`config.mk`:
```
export PLATFORM = sky130hd
export DESIGN_NAME = pbd_cordic_stage
export DESIGN_NICKNAME = d
export VERILOG_FILES = /design/src/rtl/pbd_pkg.sv /design/src/rtl/pbd_cordic_stage.sv
export SDC_FILE = /design/constraint.sdc
export NUM_CORES = 1
export LEC_CHECK = 0
export ABC_AREA = 0
export BUFFER_PORTS_ARGS = -buffer_cell sky130_fd_sc_hd__buf_2
export CORE_UTILIZATION = 47
export CTS_CLUSTER_DIAMETER = 100
export CTS_CLUSTER_SIZE = 30
export DETAILED_ROUTE_END_ITERATION = 10
export PLACE_DENSITY = 0.67
export SETUP_SLACK_MARGIN = 0.4
export SLEW_MARGIN = 40
export SYNTH_ARGS = -nofsm -noshare
export SYNTH_HDL_FRONTEND = slang
export SYNTH_SLANG_ARGS = --single-unit
```
`constraint.sdc`:
```
create_clock -name clk_i -period 0.8 [get_ports clk_i]
set_input_delay 0.08 -clock clk_i [delete_from_list [all_inputs] [get_ports clk_i]]
set_output_delay 0.08 -clock clk_i [all_outputs]
set_load 0.1 [all_outputs]
```
`src/rtl/pbd_pkg.sv`:
```
`timescale 1ns / 1ps

package pbd_pkg;

  // Coordinate and angle formats.
  localparam int COORD_BITS      = 16;
  localparam int CORDIC_STEPS    = 16;
  localparam int ANGLE_FRAC_BITS = 7;
  localparam int BEARING_BITS    = 16;

  // The angle accumulator counts units of 2^-20 degree.
  localparam int ACC_FRAC    = 20;
  localparam int GUARD_SHIFT = 60 - COORD_BITS;
  localparam int TABLE_LEN   = 24;
  localparam int STEP_W      = $clog2(TABLE_LEN);

  // Vector datapath: magnitudes sit below bit 60 and the CORDIC gain stays under 2.4.
  localparam int CW = 64;
  // Angle accumulator: the sum of all table entries stays below 2^27.
  localparam int ZW = 32;

  // Rounding from accumulator units down to output fraction bits.
  localparam int RND_SHIFT = ACC_FRAC - ANGLE_FRAC_BITS;

  // Widths of the quadrant angle and of the full bearing before masking.
  localparam int ANG_W = $clog2((90 << ANGLE_FRAC_BITS) + 1);
  localparam int BW    = $clog2((360 << ANGLE_FRAC_BITS) + 1);

  localparam logic [ANG_W-1:0] ANG_RIGHT = ANG_W'(90 << ANGLE_FRAC_BITS);
  localparam logic [BW-1:0] DEG90  = BW'(90 << ANGLE_FRAC_BITS);
  localparam logic [BW-1:0] DEG180 = BW'(180 << ANGLE_FRAC_BITS);
  localparam logic [BW-1:0] DEG270 = BW'(270 << ANGLE_FRAC_BITS);
  localparam logic [BW-1:0] DEG360 = BW'(360 << ANGLE_FRAC_BITS);

  localparam logic signed [ZW-1:0] ROUND_HALF = ZW'(64'd1 << (RND_SHIFT - 1));
  localparam logic signed [ZW-1:0] RIGHT_Z    = ZW'(90 << ANGLE_FRAC_BITS);

  // atan(2^-i) in units of 2^-20 degree, rounded to nearest.
  localparam logic signed [ZW-1:0] ATAN_UNITS [TABLE_LEN] = '{
    32'sd47185920, 32'sd27855475, 32'sd14718068, 32'sd7471121,
    32'sd3750058,  32'sd1876857,  32'sd938658,   32'sd469357,
    32'sd234682,   32'sd117342,   32'sd58671,    32'sd29335,
    32'sd14668,    32'sd7334,     32'sd3667,     32'sd1833,
    32'sd917,      32'sd458,      32'sd229,      32'sd115,
    32'sd57,       32'sd29,       32'sd14,       32'sd7
  };

  // Per-item information that travels beside the CORDIC vector.
  typedef struct packed {
    logic          special;      // axis or coincident case, bearing fixed
    logic          coincident;
    logic          dx_neg;
    logic          dy_neg;
    logic [BW-1:0] spec_bearing;
  } pbd_side_t;

endpackage

```
`src/rtl/pbd_cordic_stage.sv`:
```
`timescale 1ns / 1ps

module pbd_cordic_stage (
  input  logic                               clk_i,
  input  logic                               rst_ni,
  input  logic                               en_i,
  input  logic [pbd_pkg::STEP_W-1:0]         step_i,
  input  logic                               valid_i,
  input  logic signed [pbd_pkg::CW-1:0]      x_i,
  input  logic signed [pbd_pkg::CW-1:0]      y_i,
  input  logic signed [pbd_pkg::ZW-1:0]      z_i,
  input  pbd_pkg::pbd_side_t                 side_i,
  output logic                               valid_o,
  output logic signed [pbd_pkg::CW-1:0]      x_o,
  output logic signed [pbd_pkg::CW-1:0]      y_o,
  output logic signed [pbd_pkg::ZW-1:0]      z_o,
  output pbd_pkg::pbd_side_t                 side_o
);

  logic signed [pbd_pkg::CW-1:0] xs;
  logic signed [pbd_pkg::CW-1:0] ys;
  logic signed [pbd_pkg::CW-1:0] x_d, x_q;
  logic signed [pbd_pkg::CW-1:0] y_d, y_q;
  logic signed [pbd_pkg::ZW-1:0] z_d, z_q;
  logic signed [pbd_pkg::ZW-1:0] atan_val;
  pbd_pkg::pbd_side_t            side_q;
  logic                          valid_q;

  // One vectoring rotation: drive y toward zero and accumulate the angle.
  always_comb begin
    xs       = x_i >>> step_i;
    ys       = y_i >>> step_i;
    atan_val = pbd_pkg::ATAN_UNITS[step_i];
    if (!y_i[pbd_pkg::CW-1]) begin
      x_d = x_i + ys;
      y_d = y_i - xs;
      z_d = z_i + atan_val;
    end else begin
      x_d = x_i - ys;
      y_d = y_i + xs;
      z_d = z_i - atan_val;
    end
  end

  // Valid bit of this stage.
  always_ff @(posedge clk_i or negedge rst_ni) begin
    if (!rst_ni) begin
      valid_q <= 1'b0;
    end else if (en_i) begin
      valid_q <= valid_i;
    end
  end

  // Payload of this stage.
  always_ff @(posedge clk_i) begin
    if (en_i) begin
      x_q    <= x_d;
      y_q    <= y_d;
      z_q    <= z_d;
      side_q <= side_i;
    end
  end

  assign valid_o = valid_q;
  assign x_o     = x_q;
  assign y_o     = y_q;
  assign z_o     = z_q;
  assign side_o  = side_q;

endmodule

```
==> results.cfg, run 1 <==
[synthesis]
ys_dominant_reg_cell = sky130_fd_sc_hd__edfxtp_1
async_flop_share_pct = 0.5525
yosysUniqueCellTypes = 107
synth_sequential_area_ratio_pct = 18.24
syn-num-nets = 3648
mappedNetlistArea_um2 = 29780
average_cell_area_after_synthesis_um2 = 9.086
synth-edff-count = 180
ys_warn_count = 0
ys_seq_elements = 181
postSynthCellCount = 3277

[place]
hpwl_um = 121600
placement_setup_slack_ns = -5.513
post_dp_cell_area_um2 = 46730
place_congestion = 1.085
buffer_ports.inserted = 369
dp_cells = 5730

[grt]
grtUsageTotal_pct = 66.19
global_route.overflow_total = 5
grt_start_max_net_pins = 59

[floorplanning]
die_x_um = 253.7
die_y_um = 253.7
boundaryPins = 370
initial_core_util_pct = 47.90
floorplan.rows = 91

[cts]
cts_sinks = 181
cts.root.buffer_cell = sky130_fd_sc_hd__clkbuf_16
h_tree_depth_reported_by_cts = 4
number_of_buffers_inserted_during_clock_tree_synthesis = 17
cts_buffer_depth = 2

[sta]
postGrtWorstEndpoint = y_o[57]$_DFFE_PP_/D
worst-endpoint-pin-kind = register data pin

[status]
outcome.stop_stage = global routing
outcome = stopped before the end
run.stop_error = [ERROR GRT-0232] Routing congestion too high. Check the congestion heatmap in the GUI.
[cell families after synthesis]
family	count (synthesis)	synth area share, %
compound gates	996	22.18
simple gates	916	15.09
mux	438	24.03
buf+inv	287	4.572
xor+xnor	277	8.173
fa+ha+maj	182	7.723
flops	181	18.24
[layer usage]
layer / GRT usage, % / overflow
met5: 16.37 / 0
met4: 62.77 / 2
met3: 43.09 / 0
met2: 87.83 / 3
met1: 68.37 / 0
[stage by stage]
step	utilization [%]	TNS, ns
floorplan	-	-608.98
global placement	75.17	-699.11
CTS	81.03	-635.40
detailed placement	75.17	-715.52
[cell usage after synthesis, types with 87 or more instances]
master	n	area [um^2]
sky130_fd_sc_hd__xnor2_1	167	1463
sky130_fd_sc_hd__nor2_1	269	1010
sky130_fd_sc_hd__a21oi_1	275	1376
sky130_fd_sc_hd__nand2_1	237	889.6
sky130_fd_sc_hd__nor3_1	87	435.4
sky130_fd_sc_hd__mux4_2	213	4797
sky130_fd_sc_hd__mux2i_1	153	1531
sky130_fd_sc_hd__o21ai_0	151	755.7
sky130_fd_sc_hd__ha_1	179	2240
sky130_fd_sc_hd__a21o_1	120	900.9
sky130_fd_sc_hd__xor2_1	109	954.7
sky130_fd_sc_hd__edfxtp_1	180	5405
sky130_fd_sc_hd__clkbuf_1	88	330.3
[repair_timing]
item / 4_1_cts
endpoints found under the hold margin: 27
gates resized for setup: 325
pin swaps: 204
setup buffers: 144
hold buffers: 1
cloned: 13
setup endpoints to repair: 386
==> inputs of run 2 (changes only) <==
--- a/config.mk
+++ b/config.mk
@@ -7,12 +7,9 @@
 export LEC_CHECK = 0
 export ABC_AREA = 0
 export BUFFER_PORTS_ARGS = -buffer_cell sky130_fd_sc_hd__buf_2
-export CORE_UTILIZATION = 47
-export CTS_CLUSTER_DIAMETER = 100
-export CTS_CLUSTER_SIZE = 30
+export CORE_UTILIZATION = 32
 export DETAILED_ROUTE_END_ITERATION = 10
-export PLACE_DENSITY = 0.67
-export SETUP_SLACK_MARGIN = 0.4
+export PLACE_DENSITY_LB_ADDON = 0.15
 export SLEW_MARGIN = 40
 export SYNTH_ARGS = -nofsm -noshare
 export SYNTH_HDL_FRONTEND = slang
==> run 2 against run 1 <==
Compared with the run above: the flow now finishes, with violations (negative hold slack, negative setup slack); area after synthesis did not move; synthesized cell count did not move.
==> results.cfg, run 2 <==
[worst_hold_path]
holdCritStartpoint = z_i[1]
hold_end = z_o[1]
worstHoldPathCells = 2
timing.hold.worst.class = in2reg

[synthesis]
mappedNetlistArea_um2 = 29780
synth_xor_area_share_pct = 8.173
synth_simple_gate_area_share_pct = 15.09
synth_compound_gate_area_share_pct = 22.18
yosys.area.top_type = sky130_fd_sc_hd__edfxtp_1
netlist_top_cells_count = 275 x sky130_fd_sc_hd__a21oi_1, 269 x sky130_fd_sc_hd__nor2_1, 237 x sky130_fd_sc_hd__nand2_1
ys_warn_count = 0
average_cell_area_after_synthesis_um2 = 9.086
yosys.area.top_type_share_pct = 18.15
syn-num-nets = 3648
synthAdderAreaFrac_pct = 7.723
combinational_family_with_the_most_area_after_synthesis = multiplexers
synth-edff-count = 180
post_synth_main_area_contributors = sky130_fd_sc_hd__edfxtp_1 18%, sky130_fd_sc_hd__mux4_2 16%, sky130_fd_sc_hd__ha_1 7.5%, sky130_fd_sc_hd__mux2i_1 5.1%, sky130_fd_sc_hd__xnor2_1 4.9%
synth.mux.area_fraction_pct = 24.03
async_flop_share_pct = 0.5525
ys_dominant_reg_cell = sky130_fd_sc_hd__edfxtp_1
synth_sequential_area_ratio_pct = 18.24
yosysUniqueCellTypes = 107
postSynthCellCount = 3277
ys_seq_elements = 181
synthMostInstantiatedCell = sky130_fd_sc_hd__a21oi_1

[cells_and_area]
mostFrequentLayoutCell = sky130_fd_sc_hd__buf_4
syn2layout_area_growth_pct = 74.45
nNetsFinal = 5522
final_core_utilization_pct = 56.50
final_cell_area_um2 = 51940
layout_common_cells = 1570 x sky130_fd_sc_hd__buf_4, 230 x sky130_fd_sc_hd__nor2_1, 224 x sky130_fd_sc_hd__nand2_1
post_route_cells_drive_above_1_share_pct = 54.71
finalNonFillerCells = 6412
n_fill_cell = 8376

[routing]
dr_total_vias = 35833
drt_pass1_iterations = 8
initialDrtViolationCount = 2958
wl_per_cell_um = 24.01
detail_route.wirelength_um = 154000
detail_route.drc_violations = 0
detail-route-antenna-nets = 0
post_drt_via_cell_ratio = 5.588

[worst_setup_path]
startpoint_type = input pin
timing.reg2reg.worst_path_depth = 1
crit-reg2reg-capture = valid_o
cp-end-kind = register
rrSetupSlack_ns = 0
critical_path_peak_fanout = 6
worst_ep_arrival_time_ns = 5.66
rr_startpoint = valid_o
critical_path_class = in2reg
critPathRequiredTime_ns = 1.09

[sta]
share_of_the_cycle_needed_by_the_critical_path_after_routing_pct = 672.0
worst_clock_skew_ns = 0
final.min_clock_period_ns = 5.376
fmax_mhz = 186.0
final_hold_viol_count = 2
slew_viol_final = 0
setup-tns-final_ns = -642.51
fin_worst_hold_slack_ns = -0.03284
fin_ws_ns = -4.576
worstMarginPinSlew_ns = 0.8294
unrepaired_setup_endpoints_after_global_routing = yes
timing.slew.headroom_pct = 44.71
setup_viol = 341

[grt]
grt_start_max_net_pins = 54
global_route.overflow_total = 0
grtUsageTotal_pct = 31.96
grt_pass1_vias = 35560
global_route_wire_length_before_repair_um = 226300
antenna_found_initial = 13

[floorplanning]
boundaryPins = 370
die_x_um = 307.0
floorplan.rows = 111
design.core.area_um2 = 91940
die_y_um = 307.0
initial_core_util_pct = 32.39
floorplan.die_area_um2 = 94270

[place]
post_dp_cell_area_um2 = 47950
dp_cells = 6233
buffer_ports.inserted = 369
placement_setup_slack_ns = -5.545
place_congestion = 1.039
hpwl_um = 125800

[cts]
hold_fix_buffers_at_cts = 25
worst_setup_hold_path_clk_slew_ns = 0.08
cts_buffer_depth = 2
number_of_buffers_inserted_during_clock_tree_synthesis = 17
tritoncts_clock_tree = yes
insertion_delay_ns = 0.53
cts.root.buffer_cell = sky130_fd_sc_hd__clkbuf_16
cts_sinks = 181
h_tree_depth_reported_by_cts = 4

[power]
finalPower_mw = 107.6
total_leakage_power_nw = 23.20
power_per_cell_area_nw_per_um2 = 2072
irDropWorstVdd_uv = 2247

[status]
violated_checks = negative hold slack, negative setup slack
outcome = complete, but fails checks

[flow_run]
max_cap_viol_count = 0
run 2: cell counts after synthesis:
No cell type changed its count.
run 2: what timing repair did:
action                                  in CTS  in global routing
gates resized for setup                    241                173
setup buffers                               78                 49
pin swaps                                  121                122
gates cloned                                 6                  0
hold endpoints to repair                    26                  2
endpoints found under the setup margin     342                342
run 2: area by class of cell:
cell class | count | area [um^2] | share of cell area, %
sequential | 181 | 5430 | 10.45
inverter | 71 | 305.3 | 0.5877
clock buffer | 17 | 425.4 | 0.8190
clock inverter | 15 | 206.4 | 0.3974
tap | 1243 | 1555 | 2.994
multi-input combinational | 2809 | 25680 | 49.44
antenna | 5 | 12.51 | 0.02409
timing repair buffer | 2071 | 18330 | 35.29
run 2: worst max path at each step:
stage | startpoint | endpoint | depth (start not counted)
2_1_floorplan | step_i[0] | y_o[57] | 26
3_3_place_gp | step_i[0] | x_o[54] | 26
3_5_place_dp | step_i[0] | x_o[54] | 26
4_1_cts | step_i[0] | x_o[54] | 29
5_1_grt | step_i[0] | y_o[57] | 24
6_report | step_i[0] | y_o[57] | 23
run 2: power by group:
part	total [mW]	switching (mW)	internal [mW]
sequential	16.5	2.17	14.3
combinational	81.5	45.4	36.1
clock	9.71	4.89	4.82
run 2: kinds of logic after synthesis:
family                   Yosys count
multiplexers                     438
adder cells (fa/ha/maj)          182
flip-flops                       181
buffers and inverters            287
XOR/XNOR                         277
AND/OR/NAND/NOR                  916
AO/OA/AOI/OAI                    996
run 2: critical path, cell delays in order:
cell and delay (ns):
sky130_fd_sc_hd__buf_16 0.12, sky130_fd_sc_hd__buf_6 0.13, sky130_fd_sc_hd__mux4_2 0.54, sky130_fd_sc_hd__mux2_4 0.29
sky130_fd_sc_hd__and2_1 0.19, sky130_fd_sc_hd__or3_4 0.34, sky130_fd_sc_hd__or4b_4 0.58, sky130_fd_sc_hd__nor3_4 0.37
sky130_fd_sc_hd__and2_4 0.22, sky130_fd_sc_hd__nor3b_4 0.19, sky130_fd_sc_hd__nor2_1 0.08, sky130_fd_sc_hd__xor2_1 0.16
sky130_fd_sc_hd__ha_1 0.30, sky130_fd_sc_hd__nand2_1 0.08, sky130_fd_sc_hd__or4_4 0.57, sky130_fd_sc_hd__a211oi_4 0.27
sky130_fd_sc_hd__o21ai_2 0.11, sky130_fd_sc_hd__a2111oi_4 0.31, sky130_fd_sc_hd__buf_4 0.19, sky130_fd_sc_hd__o21ai_4 0.08
sky130_fd_sc_hd__o21ai_4 0.18, sky130_fd_sc_hd__a31oi_1 0.12, sky130_fd_sc_hd__xnor2_1 0.14
run 2: per-layer routing:
metal	wire length (um)	part of all wire, %	up-vias	GRT usage, %
met3	10630	6.9	321	4.549
li1	-	-	16502	-
met1	63700	41	17404	41.25
met4	6983	4.5	12	13.40
met2	72570	47	1594	53.29
met5	69	0.045	-	0
Note: power is estimated with default switching activity, not from simulation.
